File: src/rtl/gn_pkg.sv
// gn_pkg: shared widths, register indexes, saturation limits and the command and
// status structs of the group normalizer. No dependencies.
package gn_pkg;

  localparam int SAMPLE_W = 16;
  localparam int FILL_W   = 7;
  localparam int EPS_W    = 32;
  localparam int SUM_W    = 23;
  localparam int D_W      = 24;
  localparam int MAG_W    = 23;
  localparam int SQR_W    = 46;
  localparam int ACC_W    = 52;
  localparam int N3_W     = 21;
  localparam int DIVQ_W   = 32;
  localparam int DEN_W    = 32;
  localparam int NUM_W    = 43;
  localparam int RAD_W    = 49;
  localparam int ROOT_W   = 25;
  localparam int CNT_W    = 5;

  localparam logic [CNT_W-1:0] VAR_TOP  = 5'd31;
  localparam logic [CNT_W-1:0] OUT_TOP  = 5'd16;
  localparam logic [CNT_W-1:0] ROOT_TOP = 5'd24;

  localparam logic REG_GROUP_SIZE = 1'b0;
  localparam logic REG_EPSILON    = 1'b1;

  localparam logic [FILL_W-1:0]   GROUP_SIZE_RST = 7'd64;
  localparam logic [EPS_W-1:0]    EPSILON_RST    = 32'd1;
  localparam logic [SAMPLE_W-1:0] SAT_POS        = 16'h7fff;
  localparam logic [SAMPLE_W-1:0] SAT_NEG        = 16'h8000;
  localparam logic [16:0]         Q_LIMIT        = 17'd32768;

  typedef struct packed {
    logic load;
    logic sq_run;
    logic var_start;
    logic sqrt_start;
    logic den_load;
    logic out_rd;
    logic out_d;
    logic out_prep;
    logic out_start;
    logic emit;
  } gn_cmd_t;

  typedef struct packed {
    logic close;
    logic sq_done;
    logic div_done;
    logic sqrt_done;
    logic bypass;
    logic last;
    logic out_free;
  } gn_status_t;

endpackage

File: src/rtl/gn_ctrl.sv
// gn_ctrl: sequencer of the group normalizer, load, square-sum pass, variance
// divide, root, and the per-sample output pass. Depends on gn_pkg.
module gn_ctrl import gn_pkg::*; (
  input  logic       clk,
  input  logic       rst,
  input  logic       s_tvalid,
  output logic       s_tready,
  input  gn_status_t status,
  output gn_cmd_t    cmd
);

  typedef enum logic [9:0] {
    LOAD   = 10'b0000000001,
    SQ     = 10'b0000000010,
    VDIV   = 10'b0000000100,
    ROOT   = 10'b0000001000,
    ORD    = 10'b0000010000,
    OD     = 10'b0000100000,
    OPREP  = 10'b0001000000,
    OSTART = 10'b0010000000,
    ODIV   = 10'b0100000000,
    OEMIT  = 10'b1000000000
  } state_t;

  state_t state, state_next;

  always_ff @(posedge clk) begin
    if (rst) begin
      state <= LOAD;
    end else begin
      state <= state_next;
    end
  end

  always_comb begin
    state_next = state;
    cmd        = '0;
    s_tready   = 1'b0;
    unique case (state)
      LOAD: begin
        s_tready = 1'b1;
        cmd.load = s_tvalid;
        if (s_tvalid && status.close) state_next = SQ;
      end
      SQ: begin
        cmd.sq_run = 1'b1;
        if (status.sq_done) begin
          cmd.var_start = 1'b1;
          state_next    = VDIV;
        end
      end
      VDIV: begin
        if (status.div_done) begin
          cmd.sqrt_start = 1'b1;
          state_next     = ROOT;
        end
      end
      ROOT: begin
        if (status.sqrt_done) begin
          cmd.den_load = 1'b1;
          state_next   = ORD;
        end
      end
      ORD: begin
        cmd.out_rd = 1'b1;
        state_next = OD;
      end
      OD: begin
        cmd.out_d  = 1'b1;
        state_next = OPREP;
      end
      OPREP: begin
        cmd.out_prep = 1'b1;
        state_next   = OSTART;
      end
      OSTART: begin
        if (status.bypass) begin
          state_next = OEMIT;
        end else begin
          cmd.out_start = 1'b1;
          state_next    = ODIV;
        end
      end
      ODIV: begin
        if (status.div_done) state_next = OEMIT;
      end
      OEMIT: begin
        if (status.out_free) begin
          cmd.emit   = 1'b1;
          state_next = status.last ? LOAD : ORD;
        end
      end
      default: state_next = LOAD;
    endcase
  end

endmodule

File: config.mk
export PLATFORM = sky130hd
export DESIGN_NAME = gn_ctrl
export DESIGN_NICKNAME = d
export VERILOG_FILES = /design/src/rtl/gn_pkg.sv /design/src/rtl/gn_ctrl.sv
export SDC_FILE = /design/constraint.sdc
export NUM_CORES = 1
export LEC_CHECK = 0
export BUFFER_PORTS_ARGS = -buffer_cell sky130_fd_sc_hd__buf_2
export CORE_ASPECT_RATIO = 0.9
export CORE_MARGIN = 3
export CORE_UTILIZATION = 40
export DETAILED_ROUTE_END_ITERATION = 8
export GPL_ROUTABILITY_DRIVEN = 0
export MAX_ROUTING_LAYER = met4
export SLEW_MARGIN = 40
export SYNTH_ARGS = -nofsm -noshare
export SYNTH_HDL_FRONTEND = slang
export SYNTH_SLANG_ARGS = --single-unit
export TNS_END_PERCENT = 50
File: constraint.sdc
create_clock -name clk -period 1.65 [get_ports clk]
set_input_delay 0.2475 -clock clk [delete_from_list [all_inputs] [get_ports clk]]
set_output_delay 0.2475 -clock clk [all_outputs]
set_load 0.03 [all_outputs]
* Word level (Yosys, flattened, before mapping)
Index checks and enable logic that the tools add are counted.
Operators by class: reduce and logical (&&, ||, !) cells 2, equal/unequal tests 16, mux-type cells 24
Operator list (number):
- case mux 10 bit (10 select lines) | 1
- 2-to-1 mux 10 bit | 7
- 2-to-1 mux 1 bit | 14
- inequality test 2 bit (second input constant) | 6
- equality test 10 x 1 -> 1 bit (second input constant) | 1
- equality test 10 bit (second input constant) | 1
- equality test 10 x 2 -> 1 bit (second input constant) | 1
- equality test 10 x 3 -> 1 bit (second input constant) | 1
- equality test 10 x 4 -> 1 bit (second input constant) | 1
- equality test 10 x 5 -> 1 bit (second input constant) | 1
- equality test 10 x 6 -> 1 bit (second input constant) | 1
- equality test 10 x 7 -> 1 bit (second input constant) | 1
- equality test 10 x 8 -> 1 bit (second input constant) | 1
- equality test 10 x 9 -> 1 bit (second input constant) | 1
- AND reduction 6 bit | 1
- 2-to-1 mux 5 bit | 1
- 2-to-1 mux 2 bit | 1
- logical AND 1 bit | 1
Storage, ports and cells: word-level logic and storage cells 43, output and inout port bits 11, bits in registers 10, input port bits 10

* Depth between registers and ports, before layout
depth in word-level cells 3, gate-level depth with buffers 6, mapped depth without buffers 5

* Worst setup path before layout
No wires, ideal clock.
kind reg-to-reg, start point reg state[8], end point reg state[7], arrival time 2.175 ns, period minus slack after synthesis 2.256 ns, data required time 1.569 ns, slack -0.606 ns, path buffers 1, setup time 0.081 ns, stages on the path, launching flop included 6, cells stage by stage dfxtp_1 clkbuf_8 nor4_4 nand2_2 nor4b_1 nor3b_1
On the way: longest elaborated chain between the ends 3, elaborated cells between the ends (all ways) 18, classes of those cells eq/ne (16); mux (1); reduce/logical (1)
RTL lines:
- start: declaration | line gn_ctrl.sv:25 | state_t state, state_next;
- start signal: assignment | line gn_ctrl.sv:31 | state <= state_next;
- equality test 10 x 1 -> 1 bit (tied with other cells) | line gn_ctrl.sv:39 | unique case (state)
- inequality test 2 bit (no line)
- AND reduction 6 bit (no line)
Several ways; a longest one is shown, not always the timed one. A chain may end at the register's enable or synchronous reset.

==> metrics.md <==
| Metric | Value |
|---|---|
| Outcome | finished, violations left |
| Failing checks | negative setup slack |
| Reg with most FFs | state |
| Total of max-cap violations | 0 |
| Worst R2R End | state[1] |
| Multi-input gate area | 656 um^2 |
| CTS tree | built |
| CTS Hold Buffers Added | 0 |
| Largest net degree at the start of global routing | 12 |
| CTS root buf | clkbuf_4 |
| Hold Vio Cnt, Final | 0 |
| Site Rows | 15 |
| Register bit total from synthesis | 10 |
| Mapped Nets | 116 |
| Core box area | 2010 um^2 |
| Fillcell total | 158 |
| Total power | 1.46 mW |
| Die width | 55.8 um |
| Fmax | 490 MHz |
| R2R cell count | 8 |
| Minimum clock period | 2.04 ns |
| Drt first pass iters | 4 |
| Avg Vias per Cell | 5.49 |
| CTS H-tree depth | 1 |
| Finished Core Util | 69.8% |
| Final setup TNS | -3.86 ns |
| Routed Antenna Nets | 0 |
| Crit end category | primary output |
| Flip-flop and latch area | 211 um^2 |
| I/O pin total | 21 |
| Drt initial violations | 21 |
| Vias | 1016 |
| RSZ-0062 raised after global routing | true |
| Final WS setup | -0.389 ns |
| CTS Buf Count | 3 |
| Hold Crit Class | in -> reg |
| Reg-to-reg startpoint | state[5] |
| Hold Crit Start | status[1] |
| Place WS | -0.172 ns |
| Post-synthesis cell area | 892 um^2 |
| Initial antenna violation count | 0 |
| Most frequent cells in the layout | buf_4 (42), nor2_1 (18), buf_2 (11), buf_6 (7), dfxtp_2 (6) |
| Fin crit share | 124% |
| Synth-to-Final Area Change | 57.2% |
| Post-Route Skew | 0.00555 ns |
| Vias in the first global route | 1017 |
| CTS clk-pin slew, worst paths | 0.07 ns |
| Hpwl dp | 1920 um |
| Reg2Reg Setup Slack | -0.18 ns |
| Port Buffers | 20 |
| Most common cell after layout, fill and taps aside | buf_4 |
| GRT Util Overall | 21.6% |
| Fin cells | 185 |
| Hold Path End | state[4] |
| Post-synth cell types | 42 |
| Max clock buf depth | 2 |
| Post-DP Area | 1140 um^2 |
| Gate Count Post-Synth | 106 |
| DR WL/cell | 15.0 um |
| Initial core utilization | 44.4% |
| Number of flip-flops in the largest register | 10 |
| Final instance area | 1400 um^2 |
| Number of remaining DRC errors | 0 |
| Worst Hold Path Cells | 3 |
| First-pass GRT wire length | 4740 um |
| Cell Pwr Density | 1040 nW/um^2 |
| Crit path kind | reg -> out |
| Worst setup SP type | register |
| Register area share after synthesis | 22.4% |
| Syn. warnings | 0 |
| Share of layout cells above drive strength 1 | 57.5% |
| Die Height | 50.8 um |
| Remaining Overflow, GRT | 0 |
| Required time worst endpoint | 1.40 ns |
| DIE AREA | 2830 um^2 |
| Biggest regs | state: 10 flops |
| Layout net count | 171 |
| Fin. max-slew vios | 0 |
| Final setup violation count | 19 |
| Worst-path maximum fanout | 3 |
| Post-synthesis area per instance | 8.42 um^2 |
| Inst Count DP | 169 |
| CTS Sinks | 10 |
| # diodes | 0 |
| WP data arrival | 1.79 ns |
| Worst Tran Pin Value | 0.464 ns |
| Clk_lat worst skew | 0.27 ns |
| Maximum vdd drop | 1.14 mV |
| Worst hold slack | 0.250 ns |
| Leakage power | 0.645 nW |
| WL final | 2770 um |
| Max-slew headroom | 69.0% |
-- power by group --
part	switching, mW	internal, mW
combinational	0.416	0.500
clock	0.0943	0.134
sequential	0.0477	0.273
-- critical path, stage by stage (launching register included) --
cell     delay [ns]
dfxtp_2        0.32
or4_4          0.54
nor4_4         0.18
and3_4         0.23
and2_4         0.14
buf_6          0.12
-- per-layer routing --
metal / vias to the layer above / global-route usage (%) / wire [um]
li1: 497 / - / -
met5: - / - / 0
met1: 475 / 26.2 / 1250
met4: 0 / 9.72 / 51
met3: 6 / 4.11 / 140
met2: 38 / 35.0 / 1320
-- layout make-up --
class | instances | share of cell area (%)
Multi-Input combinational cell | 81 | 46.7
Timing Repair Buffer | 60 | 32.0
Sequential cell | 10 | 15.1
Clock buffer | 4 | 2.59
Tap cell | 25 | 2.23
Inverter | 5 | 1.34
-- cell families (layout without fill, tap and decap cells) --
logic type / count (synthesis) / in the layout / synth area share [%]
compound gates: 15 / 15 / 13.0
xor+xnor: 3 / 3 / 2.95
buf+inv: 15 / 69 / 14.9
flops: 10 / 10 / 22.4
mux: 1 / 1 / 1.12
simple gates: 62 / 62 / 45.6
-- worst max path at each step --
stage,start,endpoint,slack (ns),cells after the start
floorplan,state[4],cmd[9],-0.21,5
CTS,state[4],cmd[9],-0.40,5
detailed placement,state[4],cmd[9],-0.17,5
global route,state[4],cmd[9],-0.45,5
global placement,state[4],cmd[9],-0.15,5
finish,state[4],cmd[9],-0.39,5
-- what timing repair did --
action,in CTS,in global routing
endpoints found under the setup margin,18,21
pin swaps,8,3
resized for setup,24,12
buffers inserted,8,4
-- synth_stat cells (all sizes together) --
| master | count | area (um^2) |
|---|---|---|
| nand2b | 1 | 6.26 |
| o21ba | 1 | 10.0 |
| nor2b | 4 | 25.0 |
| and2 | 1 | 7.51 |
| mux2i | 1 | 10.0 |
| xnor2 | 1 | 8.76 |
| nor4b | 2 | 17.5 |
| and4 | 2 | 17.5 |
| nor3b | 5 | 37.5 |
| a21oi | 2 | 10.0 |
| nand4 | 4 | 25.0 |
| dfxtp | 10 | 200 |
| buf | 9 | 100 |
| o21a | 2 | 15.0 |
| o2111ai | 2 | 23.8 |
| nor4 | 6 | 82.6 |
| a211o | 1 | 8.76 |
| or2 | 1 | 6.26 |
| or4 | 1 | 11.3 |
| nor3 | 5 | 30.0 |
| o311ai | 1 | 8.76 |
| a31oi | 1 | 6.26 |
| nand2 | 4 | 17.5 |
| xor2 | 2 | 17.5 |
| and3 | 3 | 21.3 |
| inv | 5 | 18.8 |
| o41a | 1 | 11.3 |
| nand3 | 2 | 10.0 |
| nand3b | 1 | 11.3 |
| nand4b | 1 | 8.76 |
| nor2 | 19 | 71.3 |
| a22oi | 1 | 7.51 |
| clkbuf | 1 | 13.8 |
| o21ai | 3 | 15.0 |
Power figures use the tool's default switching activity.
