==> config.mk <==
export PLATFORM = sky130hd
export DESIGN_NAME = gn_datapath
export DESIGN_NICKNAME = d
export VERILOG_FILES = /design/src/rtl/gn_pkg.sv /design/src/rtl/gn_div.sv /design/src/rtl/gn_datapath.sv
export SDC_FILE = /design/constraint.sdc
export NUM_CORES = 2
export LEC_CHECK = 0
export BUFFER_PORTS_ARGS = -buffer_cell sky130_fd_sc_hd__buf_4
export CORE_MARGIN = 2
export CORE_UTILIZATION = 60
export CTS_CLUSTER_SIZE = 16
export DETAILED_ROUTE_END_ITERATION = 16
export PLACE_DENSITY_LB_ADDON = 0.12
export SLEW_MARGIN = 5
export SYNTH_ARGS = -nofsm -noshare
export SYNTH_HDL_FRONTEND = slang
export SYNTH_SLANG_ARGS = --single-unit
==> constraint.sdc <==
create_clock -name clk -period 12.64 [get_ports clk]
set_input_delay 1.896 -clock clk [delete_from_list [all_inputs] [get_ports clk]]
set_output_delay 1.896 -clock clk [all_outputs]
set_load 0.02 [all_outputs]
==> src/rtl/gn_pkg.sv <==
// gn_pkg: shared widths, register indexes, saturation limits and the command and
// status structs of the group normalizer. No dependencies.
package gn_pkg;

  localparam int SAMPLE_W = 16;
  localparam int FILL_W   = 7;
  localparam int EPS_W    = 32;
  localparam int SUM_W    = 23;
  localparam int D_W      = 24;
  localparam int MAG_W    = 23;
  localparam int SQR_W    = 46;
  localparam int ACC_W    = 52;
  localparam int N3_W     = 21;
  localparam int DIVQ_W   = 32;
  localparam int DEN_W    = 32;
  localparam int NUM_W    = 43;
  localparam int RAD_W    = 49;
  localparam int ROOT_W   = 25;
  localparam int CNT_W    = 5;

  localparam logic [CNT_W-1:0] VAR_TOP  = 5'd31;
  localparam logic [CNT_W-1:0] OUT_TOP  = 5'd16;
  localparam logic [CNT_W-1:0] ROOT_TOP = 5'd24;

  localparam logic REG_GROUP_SIZE = 1'b0;
  localparam logic REG_EPSILON    = 1'b1;

  localparam logic [FILL_W-1:0]   GROUP_SIZE_RST = 7'd64;
  localparam logic [EPS_W-1:0]    EPSILON_RST    = 32'd1;
  localparam logic [SAMPLE_W-1:0] SAT_POS        = 16'h7fff;
  localparam logic [SAMPLE_W-1:0] SAT_NEG        = 16'h8000;
  localparam logic [16:0]         Q_LIMIT        = 17'd32768;

  typedef struct packed {
    logic load;
    logic sq_run;
    logic var_start;
    logic sqrt_start;
    logic den_load;
    logic out_rd;
    logic out_d;
    logic out_prep;
    logic out_start;
    logic emit;
  } gn_cmd_t;

  typedef struct packed {
    logic close;
    logic sq_done;
    logic div_done;
    logic sqrt_done;
    logic bypass;
    logic last;
    logic out_free;
  } gn_status_t;

endpackage

==> src/rtl/gn_div.sv <==
// gn_div: iterative restoring divider, one quotient bit per cycle, from a
// selectable top bit down. Depends on gn_pkg.
module gn_div import gn_pkg::*; (
  input  logic              clk,
  input  logic              rst,
  input  logic              start,
  input  logic [ACC_W-1:0]  dividend,
  input  logic [DEN_W-1:0]  divisor,
  input  logic [CNT_W-1:0]  top,
  output logic [DIVQ_W-1:0] quotient,
  output logic              done
);

  localparam int DSH_W = DEN_W + 31;

  logic [ACC_W-1:0] rem;
  logic [DSH_W-1:0] dsh;
  logic [CNT_W-1:0] cnt;
  logic             busy;
  logic             fits;

  assign fits = DSH_W'(rem) >= dsh;

  always_ff @(posedge clk) begin
    if (rst) begin
      busy <= 1'b0;
      done <= 1'b0;
    end else begin
      done <= 1'b0;
      if (start) begin
        busy <= 1'b1;
      end else if (busy && cnt == '0) begin
        busy <= 1'b0;
        done <= 1'b1;
      end
    end
  end

  always_ff @(posedge clk) begin
    if (start) begin
      rem      <= dividend;
      dsh      <= DSH_W'(divisor) << top;
      cnt      <= top;
      quotient <= '0;
    end else if (busy) begin
      if (fits) begin
        rem <= rem - ACC_W'(dsh);
      end
      quotient <= {quotient[DIVQ_W-2:0], fits};
      dsh      <= dsh >> 1;
      cnt      <= cnt - 1'b1;
    end
  end

endmodule

==> src/rtl/gn_datapath.sv <==
// gn_datapath: config registers, sample store, sums, root, divider and the
// output register of the group normalizer. Depends on gn_pkg and gn_div.
module gn_datapath import gn_pkg::*; #(
  parameter int MAX_GROUP = 64
) (
  input  logic                       clk,
  input  logic                       rst,
  input  logic                       cfg_we,
  input  logic                       cfg_addr,
  input  logic [EPS_W-1:0]           cfg_data,
  input  logic signed [SAMPLE_W-1:0] sample,
  input  gn_cmd_t                    cmd,
  output gn_status_t                 status,
  input  logic                       m_tready,
  output logic                       m_tvalid,
  output logic [SAMPLE_W-1:0]        normalized,
  output logic                       group_end
);

  localparam int AW = (MAX_GROUP > 1) ? $clog2(MAX_GROUP) : 1;

  logic [FILL_W-1:0]          group_size;
  logic [EPS_W-1:0]           epsilon;
  logic [FILL_W-1:0]          fill;
  logic [FILL_W-1:0]          size_eff;
  logic [FILL_W-1:0]          fill_inc;
  logic signed [SAMPLE_W-1:0] mem [MAX_GROUP];
  logic signed [SAMPLE_W-1:0] rdata;
  logic signed [SUM_W-1:0]    sum;
  logic [FILL_W-1:0]          n;
  logic [13:0]                nn;
  logic [N3_W-1:0]            n3;
  logic [FILL_W-1:0]          idx;
  logic                       issue;
  logic                       v1, v2, v3;
  logic signed [D_W-1:0]      prod;
  logic signed [D_W-1:0]      dcalc;
  logic signed [D_W-1:0]      d1;
  logic [MAG_W-1:0]           dmag;
  logic [SQR_W-1:0]           sqr;
  logic [ACC_W-1:0]           acc;
  logic [RAD_W-1:0]           rad;
  logic [RAD_W-1:0]           res;
  logic [RAD_W-1:0]           sbit;
  logic [RAD_W:0]             trial;
  logic [CNT_W-1:0]           scnt;
  logic                       sbusy;
  logic                       sdone;
  logic [DEN_W-1:0]           den;
  logic [NUM_W-1:0]           numer_c;
  logic [NUM_W-1:0]           numer;
  logic                       neg, zro, ovf;
  logic [DIVQ_W-1:0]          dq;
  logic                       ddone;
  logic [SAMPLE_W-1:0]        result;
  logic [16:0]                q17;

  // configuration
  always_ff @(posedge clk) begin
    if (rst) begin
      group_size <= GROUP_SIZE_RST;
      epsilon    <= EPSILON_RST;
    end else if (cfg_we) begin
      unique case (cfg_addr)
        REG_GROUP_SIZE: group_size <= cfg_data[FILL_W-1:0];
        REG_EPSILON:    epsilon    <= cfg_data;
      endcase
    end
  end

  always_comb begin
    if (group_size == '0) size_eff = FILL_W'(1);
    else if (group_size > FILL_W'(MAX_GROUP)) size_eff = FILL_W'(MAX_GROUP);
    else size_eff = group_size;
  end

  assign fill_inc     = fill + FILL_W'(1);
  assign status.close = fill_inc >= size_eff;

  // load
  always_ff @(posedge clk) begin
    if (rst) begin
      fill <= '0;
    end else if (cmd.load) begin
      fill <= status.close ? '0 : fill_inc;
    end
  end

  always_ff @(posedge clk) begin
    if (cmd.load) begin
      sum <= (fill == '0) ? SUM_W'(sample) : sum + SUM_W'(sample);
      if (status.close) n <= fill_inc;
    end
    nn <= 14'(n) * 14'(n);
    n3 <= N3_W'(nn) * N3_W'(n);
  end

  // sample store
  assign issue = cmd.sq_run && (idx < n);

  always_ff @(posedge clk) begin
    if (cmd.load) mem[fill[AW-1:0]] <= sample;
    if (issue || cmd.out_rd) rdata <= mem[idx[AW-1:0]];
  end

  always_ff @(posedge clk) begin
    if (cmd.load && status.close) idx <= '0;
    else if (issue) idx <= idx + FILL_W'(1);
    else if (cmd.den_load) idx <= '0;
    else if (cmd.emit && !status.last) idx <= idx + FILL_W'(1);
  end

  assign status.last = idx == (n - FILL_W'(1));

  // centred value and square sum
  assign prod  = D_W'($signed({1'b0, n}) * rdata);
  assign dcalc = prod - D_W'(sum);
  assign dmag  = d1[D_W-1] ? MAG_W'(-d1) : MAG_W'(d1);

  always_ff @(posedge clk) begin
    if (rst) begin
      v1 <= 1'b0;
      v2 <= 1'b0;
      v3 <= 1'b0;
    end else begin
      v1 <= issue;
      v2 <= v1;
      v3 <= v2;
    end
  end

  always_ff @(posedge clk) begin
    if (v1 || cmd.out_d) d1 <= dcalc;
    if (v2) sqr <= SQR_W'(dmag) * SQR_W'(dmag);
    if (cmd.load && status.close) acc <= '0;
    else if (v3) acc <= acc + ACC_W'(sqr);
  end

  assign status.sq_done = cmd.sq_run && (idx == n) && !v1 && !v2 && !v3;

  // square root, one result bit per step, two radicand bits per step
  assign trial = (RAD_W + 1)'(res) + (RAD_W + 1)'(sbit);

  always_ff @(posedge clk) begin
    if (rst) begin
      sbusy <= 1'b0;
      sdone <= 1'b0;
    end else begin
      sdone <= 1'b0;
      if (cmd.sqrt_start) begin
        sbusy <= 1'b1;
      end else if (sbusy && scnt == '0) begin
        sbusy <= 1'b0;
        sdone <= 1'b1;
      end
    end
  end

  always_ff @(posedge clk) begin
    if (cmd.sqrt_start) begin
      rad  <= {(EPS_W + 1)'(dq) + (EPS_W + 1)'(epsilon), 16'd0};
      res  <= '0;
      sbit <= RAD_W'(1) << (RAD_W - 1);
      scnt <= ROOT_TOP;
    end else if (sbusy) begin
      if ((RAD_W + 1)'(rad) >= trial) begin
        rad <= rad - RAD_W'(trial);
        res <= (res >> 1) + sbit;
      end else begin
        res <= res >> 1;
      end
      sbit <= sbit >> 2;
      scnt <= scnt - 1'b1;
    end
  end

  assign status.sqrt_done = sdone;

  // output pass
  assign numer_c = {dmag, 20'd0} + NUM_W'(den[DEN_W-1:1]);

  always_ff @(posedge clk) begin
    if (cmd.den_load) den <= DEN_W'(DEN_W'(n) * DEN_W'(res[ROOT_W-1:0]));
    if (cmd.out_prep) begin
      neg   <= d1[D_W-1];
      zro   <= d1 == '0;
      numer <= numer_c;
      ovf   <= (DEN_W + 17)'(numer_c) >= {den, 17'd0};
    end
  end

  assign status.bypass = zro || ovf;

  gn_div u_div (
    .clk      (clk),
    .rst      (rst),
    .start    (cmd.var_start || cmd.out_start),
    .dividend (cmd.var_start ? acc : ACC_W'(numer)),
    .divisor  (cmd.var_start ? DEN_W'(n3) : den),
    .top      (cmd.var_start ? VAR_TOP : OUT_TOP),
    .quotient (dq),
    .done     (ddone)
  );

  assign status.div_done = ddone;

  assign q17 = dq[16:0];

  always_comb begin
    if (zro) result = '0;
    else if (ovf) result = neg ? SAT_NEG : SAT_POS;
    else if (neg) result = (q17 >= Q_LIMIT) ? SAT_NEG : SAMPLE_W'(17'd0 - q17);
    else result = (q17 >= Q_LIMIT) ? SAT_POS : q17[SAMPLE_W-1:0];
  end

  assign status.out_free = !m_tvalid || m_tready;

  always_ff @(posedge clk) begin
    if (rst) begin
      m_tvalid <= 1'b0;
    end else if (cmd.emit) begin
      m_tvalid <= 1'b1;
    end else if (m_tready) begin
      m_tvalid <= 1'b0;
    end
  end

  always_ff @(posedge clk) begin
    if (cmd.emit) begin
      normalized <= result;
      group_end  <= status.last;
    end
  end

endmodule

* After elaboration in Yosys (flattened, before gate mapping)
Memory sizes are Yosys's and may differ from the RTL's. A register that Yosys moved wholly into a read port is not among the register bits. Cells that the tools add are included.
Operators by class: add/sub/neg operators 16, multipliers 5, divide/modulo/power cells 0, order comparisons 7, eq/ne operators 2, shifts and indexed selects 1, muxes and demuxes 37, bitwise logic cells 1, reductions and logical operators 40
Operator list (count):
- 52-bit 2-to-1 mux | 4
- 49-bit 2-to-1 mux | 4
- 63-bit 2-to-1 mux | 2
- 16-bit 2-to-1 mux | 5
- 52-bit by 63-bit greater-or-equal comparator with 1-bit output | 1
- 32-bit by 5-bit << shifter with 63-bit output | 1
- 52-bit by 46-bit adder with 52-bit output | 1
- 52-bit subtractor | 1
- 49-bit by 49-bit adder with 50-bit output | 1
- 49-bit by 50-bit greater-or-equal comparator with 1-bit output | 1
- 48-bit by 49-bit adder with 49-bit output | 1
- 43-bit by 49-bit greater-or-equal comparator with 1-bit output | 1
- 49-bit subtractor | 1
- 23-bit by 23-bit multiplier with 46-bit output | 1
- 23-bit 2-to-1 mux | 2
- 43-bit by 31-bit adder with 43-bit output | 1
- 7-bit 2-to-1 mux | 6
- 32-bit by 32-bit adder with 33-bit output | 1
- 7-bit by 25-bit multiplier with 32-bit output | 1
- 32-bit 2-to-1 mux | 1
- 24-bit zero test | 1
- 8-bit by 16-bit multiplier with 24-bit output | 1
- 24-bit by 23-bit subtractor with 24-bit output | 1
- 23-bit by 16-bit adder with 23-bit output | 1
- other kinds (25) | 68
Word-level totals: register bits 623, bits in latches 0, memory bits (writable) 1024, bits in read-only memories 0, input port bits 63, output and inout bits 25, logic and storage cells 145, memories kept 1
Memory list:
- mem | words 64, bits a word 16, rd ports 1, clocked after Yosys merged registers in 1, write ports 1, line gn_datapath.sv:27 | logic signed [SAMPLE_W-1:0] mem [MAX_GROUP];

* Longest topological paths before layout
depth after elaboration 7, gate-level depth with buffers 36, depth with buffers taken out 34

* Cells and area by module
A second synthesis with hierarchy kept.
Unflattened totals: cells, all modules 9292, area total of the unflattened synthesis 108723.0 um^2
Modules (own cells, without submodules):
- gn_datapath | times used 1, cells each 8074, area an instance 97711.2 um^2, seq. area each 42851.1 um^2
- gn_div | times used 1, cells each 1218, area an instance 11011.8 um^2, seq. area each 4284.1 um^2

* Least setup slack after synthesis
Ideal clock, no wire load.
path type register -> register, start point register d1[0], end point register sqr[43], data pin, library setup time 0.265 ns, arrival 8.623 ns, required time 12.375 ns, path slack 3.752 ns, cell stages (with the launch flop) 31, path buffers 1, clock period less this slack 8.888 ns, cell sequence edfxtp_1 clkinv_1 clkbuf_1 ha_1 nand4b_1 or4_1 or4_1 and2_1 xor2_1 nand2_1 xnor2_1 ha_1 a31o_1 fa_1 fa_1 fa_1 fa_1 fa_1 inv_1 fa_1 inv_1 ha_1 a21oi_1 nor3b_1 o211ai_1 and3_1 a221o_1 a21oi_1 o41a_1 o21ai_0 xor2_1
Between the ends: longest elaborated chain between the ends 3
Ends and longest elaborated chain:
- from (decl) | line gn_datapath.sv:38 | logic signed [D_W-1:0] d1;
- from (signal assigned) | line gn_datapath.sv:133 | if (v1 || cmd.out_d) d1 <= dcalc;
- 23-bit negator | line gn_datapath.sv:118 | assign dmag = d1[D_W-1] ? MAG_W'(-d1) : MAG_W'(d1);
- 23-bit 2-to-1 mux * | line gn_datapath.sv:118
- 23-bit by 23-bit multiplier with 46-bit output * | line gn_datapath.sv:134 | if (v2) sqr <= SQR_W'(dmag) * SQR_W'(dmag);
- to (signal assigned) | line gn_datapath.sv:134
- to (decl) | line gn_datapath.sv:40 | logic [SQR_W-1:0] sqr;
Every way passes the cells marked *; elsewhere a longest branch is shown, timed or not. A chain may end at the register's enable or synchronous reset.

* Worst setup path in the final report
start point register d1[2], end point register sqr[30], data pin
Same word-level chain as after synthesis.

==> flow_metrics.py <==
metrics = {
    "routing": {
        "drt_iter0_markers": 6631,
        "met2_length_mm": 132,
        "ant_nets": 0,
        "highest_layer": "met5",
        "wl_met1_mm": 112,
        "routed_wl_mm": 275,
        "vias": 70400,
        "drt_pass1_iterations": 6,
        "vias_per_cell": 6.08,
        "drc": 0,
        "dr_wl_met3_mm": 19.6,
        "wire_per_inst_um": 23.7,
    },
    "clock_network": {
        "cts_buffers": 173,
        "cts_hold_buf": 0,
        "cts.repair.resized": 0,
        "ctsRootBufferMaster": "clkbuf_16",
        "path_clk_slew_ns": 0.06,
        "cts.sinks": 1661,
        "htreeDepth": 4,
        "clock_latency_ns": 0.85,
        "clock_path_buffers": 3,
        "post_cts_buffers": 0,
        "cts_tree": "yes",
    },
    "synthesis": {
        "yosys_warnings": 0,
        "yosysUniqueCellTypes": 97,
        "synth-simple-area-share_pct": 9.45,
        "synth_enable_flop_cells": 1387,
        "syn_avg_cell_area_um2": 11.8,
        "synthMuxAreaShare_pct": 8.54,
        "ys_dominant_reg_cell": "edfxtp_1",
        "synth_seq_area_share_pct": 44.2,
        "synth_area_um2": 107000,
        "syn_inst": 9039,
        "synth_seq_cells": 1661,
        "synth_xor_xnor_area_share_pct": 3.62,
        "synth_fp_nets": 10400,
        "async_flop_share_pct": 0,
        "synth_top_family_by_area": "adder cells",
        "synth_fa_ha_area_share_pct": 20.4,
        "synth_compound_area_share_pct": 8.55,
    },
    "setup_path": {
        "crit_fanout": 17,
        "path_class": "reg -> reg",
        "cp-end-kind": "flop",
        "arrival_ns": 11.69,
        "cp_common_cell": "fa_1",
        "startpoint_type": "flop",
        "cpPeakStageDelay_ns": 0.97,
        "slowest_stage": "clkinv_1",
        "rr_worst_depth": 29,
        "cp_data_required_time_ns": 13.23,
        "r2r_slack_ns": 1.53,
    },
    "grt": {
        "grt_antenna_before_repair": 11,
        "grt_pass1_vias": 71600,
        "grt_util_all_layers_pct": 30.8,
        "gr-total-overflow": 0,
        "grt_max_degree": 109,
        "grt_pass1_wl_mm": 426,
    },
    "floorplanning": {
        "core_area_um2": 176000,
        "dieWidth_um": 426,
        "fp.dieArea_um2": 181000,
        "rows": 154,
        "start_util_pct": 60.5,
        "io_pins": 88,
        "die_y_um": 426,
    },
    "place": {
        "portBuffers": 87,
        "gp_congestion": 0.950,
        "dp.cells": 11300,
        "hpwl_mm": 194,
    },
    "sta": {
        "fin_setup_tns_ns": 0,
        "tightest_slew_ns": 1.32,
        "finalClockSkew_ns": 0.0758,
        "drv_slew": 0,
        "report.final.hold_viol_count": 0,
        "min_period_ns": 11.11,
        "rsz0062_at_grt": "false",
        "fmax_mhz": 90.0,
        "fin_crit_sh_pct": 87.9,
        "max_slew_margin_pct": 11.9,
        "setup_viol": 0,
    },
    "layout": {
        "fin_nets": 10500,
        "synthToLayoutAreaGrowth_pct": 8.71,
        "stdcell_count": 11600,
        "layout-drive-gt1-share_pct": 10.1,
    },
    "status": {
        "status": "completed",
    },
    "run": {
        "drv_cap": 0,
    },
    "worst_hold_path": {
        "hold_class": "reg -> reg",
        "hold_path_depth": 2,
    },
}
==> critical path: cells and delay by family (launching register included) <==
family                   cells  cell delay (ns)
adder cells (fa/ha/maj)      8             3.89
AO/OA/AOI/OAI                9             2.21
AND/OR/NAND/NOR              5             2.17
buffers and inverters        6             1.28
XOR/XNOR                     1             0.84
flip-flops                   1             0.49
==> per-stage QoR <==
| step | hold WS [ns] | area (um2) | utilization (%) | setup slack [ns] |
|---|---|---|---|---|
| floorplan | 0.424 | 107000 | - | 3.75 |
| global placement | 0.443 | 110000 | 62.4 | 1.90 |
| detailed placement | 0.450 | 110000 | 62.4 | 1.61 |
| CTS | 0.459 | 116000 | 65.8 | 1.61 |
| global route | 0.481 | 116000 | 65.8 | 0.910 |
| finish | 0.457 | 116000 | 65.8 | 1.53 |
==> flip-flops by register name, indices dropped and copies added (netlist names), 21 cells and up <==
register / flops
mem: 1024
sum: 23
u_div.rem: 52
sbit: 25
d1: 24
sqr: 45
numer: 43
epsilon: 32
u_div.quotient: 32
den: 32
res: 49
n3: 21
u_div.dsh: 63
rad: 49
acc: 52
==> routing by layer <==
metal	global-route usage [%]	vias up
li1	-	31900
met3	4.66	527
met2	50.2	2679
met5	0	-
met4	12.7	4
met1	41.6	35300
==> layout by cell type (no fill, tap or decap), types with 95 or more instances in the layout <==
master     Yosys  layout
xor2_1       169     169
mux4_2       336     336
a21o_1       144     144
clkbuf_16      0     175
edfxtp_1    1387    1387
nor2_1       666     666
mux2i_1      136     136
a21oi_1      417     417
o21ai_0      274     273
ha_1         647     647
xnor2_1      270     267
nor3_1        95      95
nand2_1      851     848
buf_4          6     229
inv_1       1092    1091
fa_1         685     685
dfxtp_1      274     266
and2_1       172     172
==> final timing paths <==
| check | end | start |
|---|---|---|
| worst max-delay path | sqr[30] | d1[2] |
| worst min-delay path | rad[15] | rad[15] |
| worst max register to register | sqr[30] | d1[2] |
| worst min register to register | rad[15] | rad[15] |
==> layout make-up <==
type                            count  area, um2
Fill cell                       13300      60400
Multi-Input combinational cell   5920      54000
Sequential cell                  1661      47200
Clock buffer                      213       4600
Inverter                         1102       4140
Tap cell                         2340       2930
Timing Repair Buffer              230       1740
Clock inverter                    107       1340
Antenna cell                        6       15.0
==> cells by family after synthesis <==
group | after synthesis
AND/OR/NAND/NOR | 2231
flip-flops | 1661
buffers and inverters | 1458
AO/OA/AOI/OAI | 1428
adder cells (fa/ha/maj) | 1332
multiplexers | 488
XOR/XNOR | 440
other | 1
==> cell usage after synthesis (all sizes together), types with 57 or more instances <==
cell / count / area [um2]
nand2b: 68 / 425
xnor2: 271 / 2380
mux2i: 136 / 1360
mux4: 336 / 7570
nor3: 96 / 485
buf: 82 / 369
fa: 685 / 13700
edfxtp: 1387 / 41600
a31oi: 79 / 515
nand2: 851 / 3190
o21bai: 72 / 541
ha: 647 / 8100
clkbuf: 274 / 1030
a21oi: 420 / 2110
a21o: 144 / 1080
nand3: 89 / 445
xor2: 169 / 1480
o21a: 69 / 518
and2: 172 / 1080
nand4: 57 / 357
nor2: 668 / 2510
o21ai: 296 / 1480
a211oi: 66 / 510
inv: 1095 / 4110
dfxtp: 274 / 5490
Power is not shown: default switching activity piles up to over one toggle a cycle in this logic, so the estimate is an artifact.
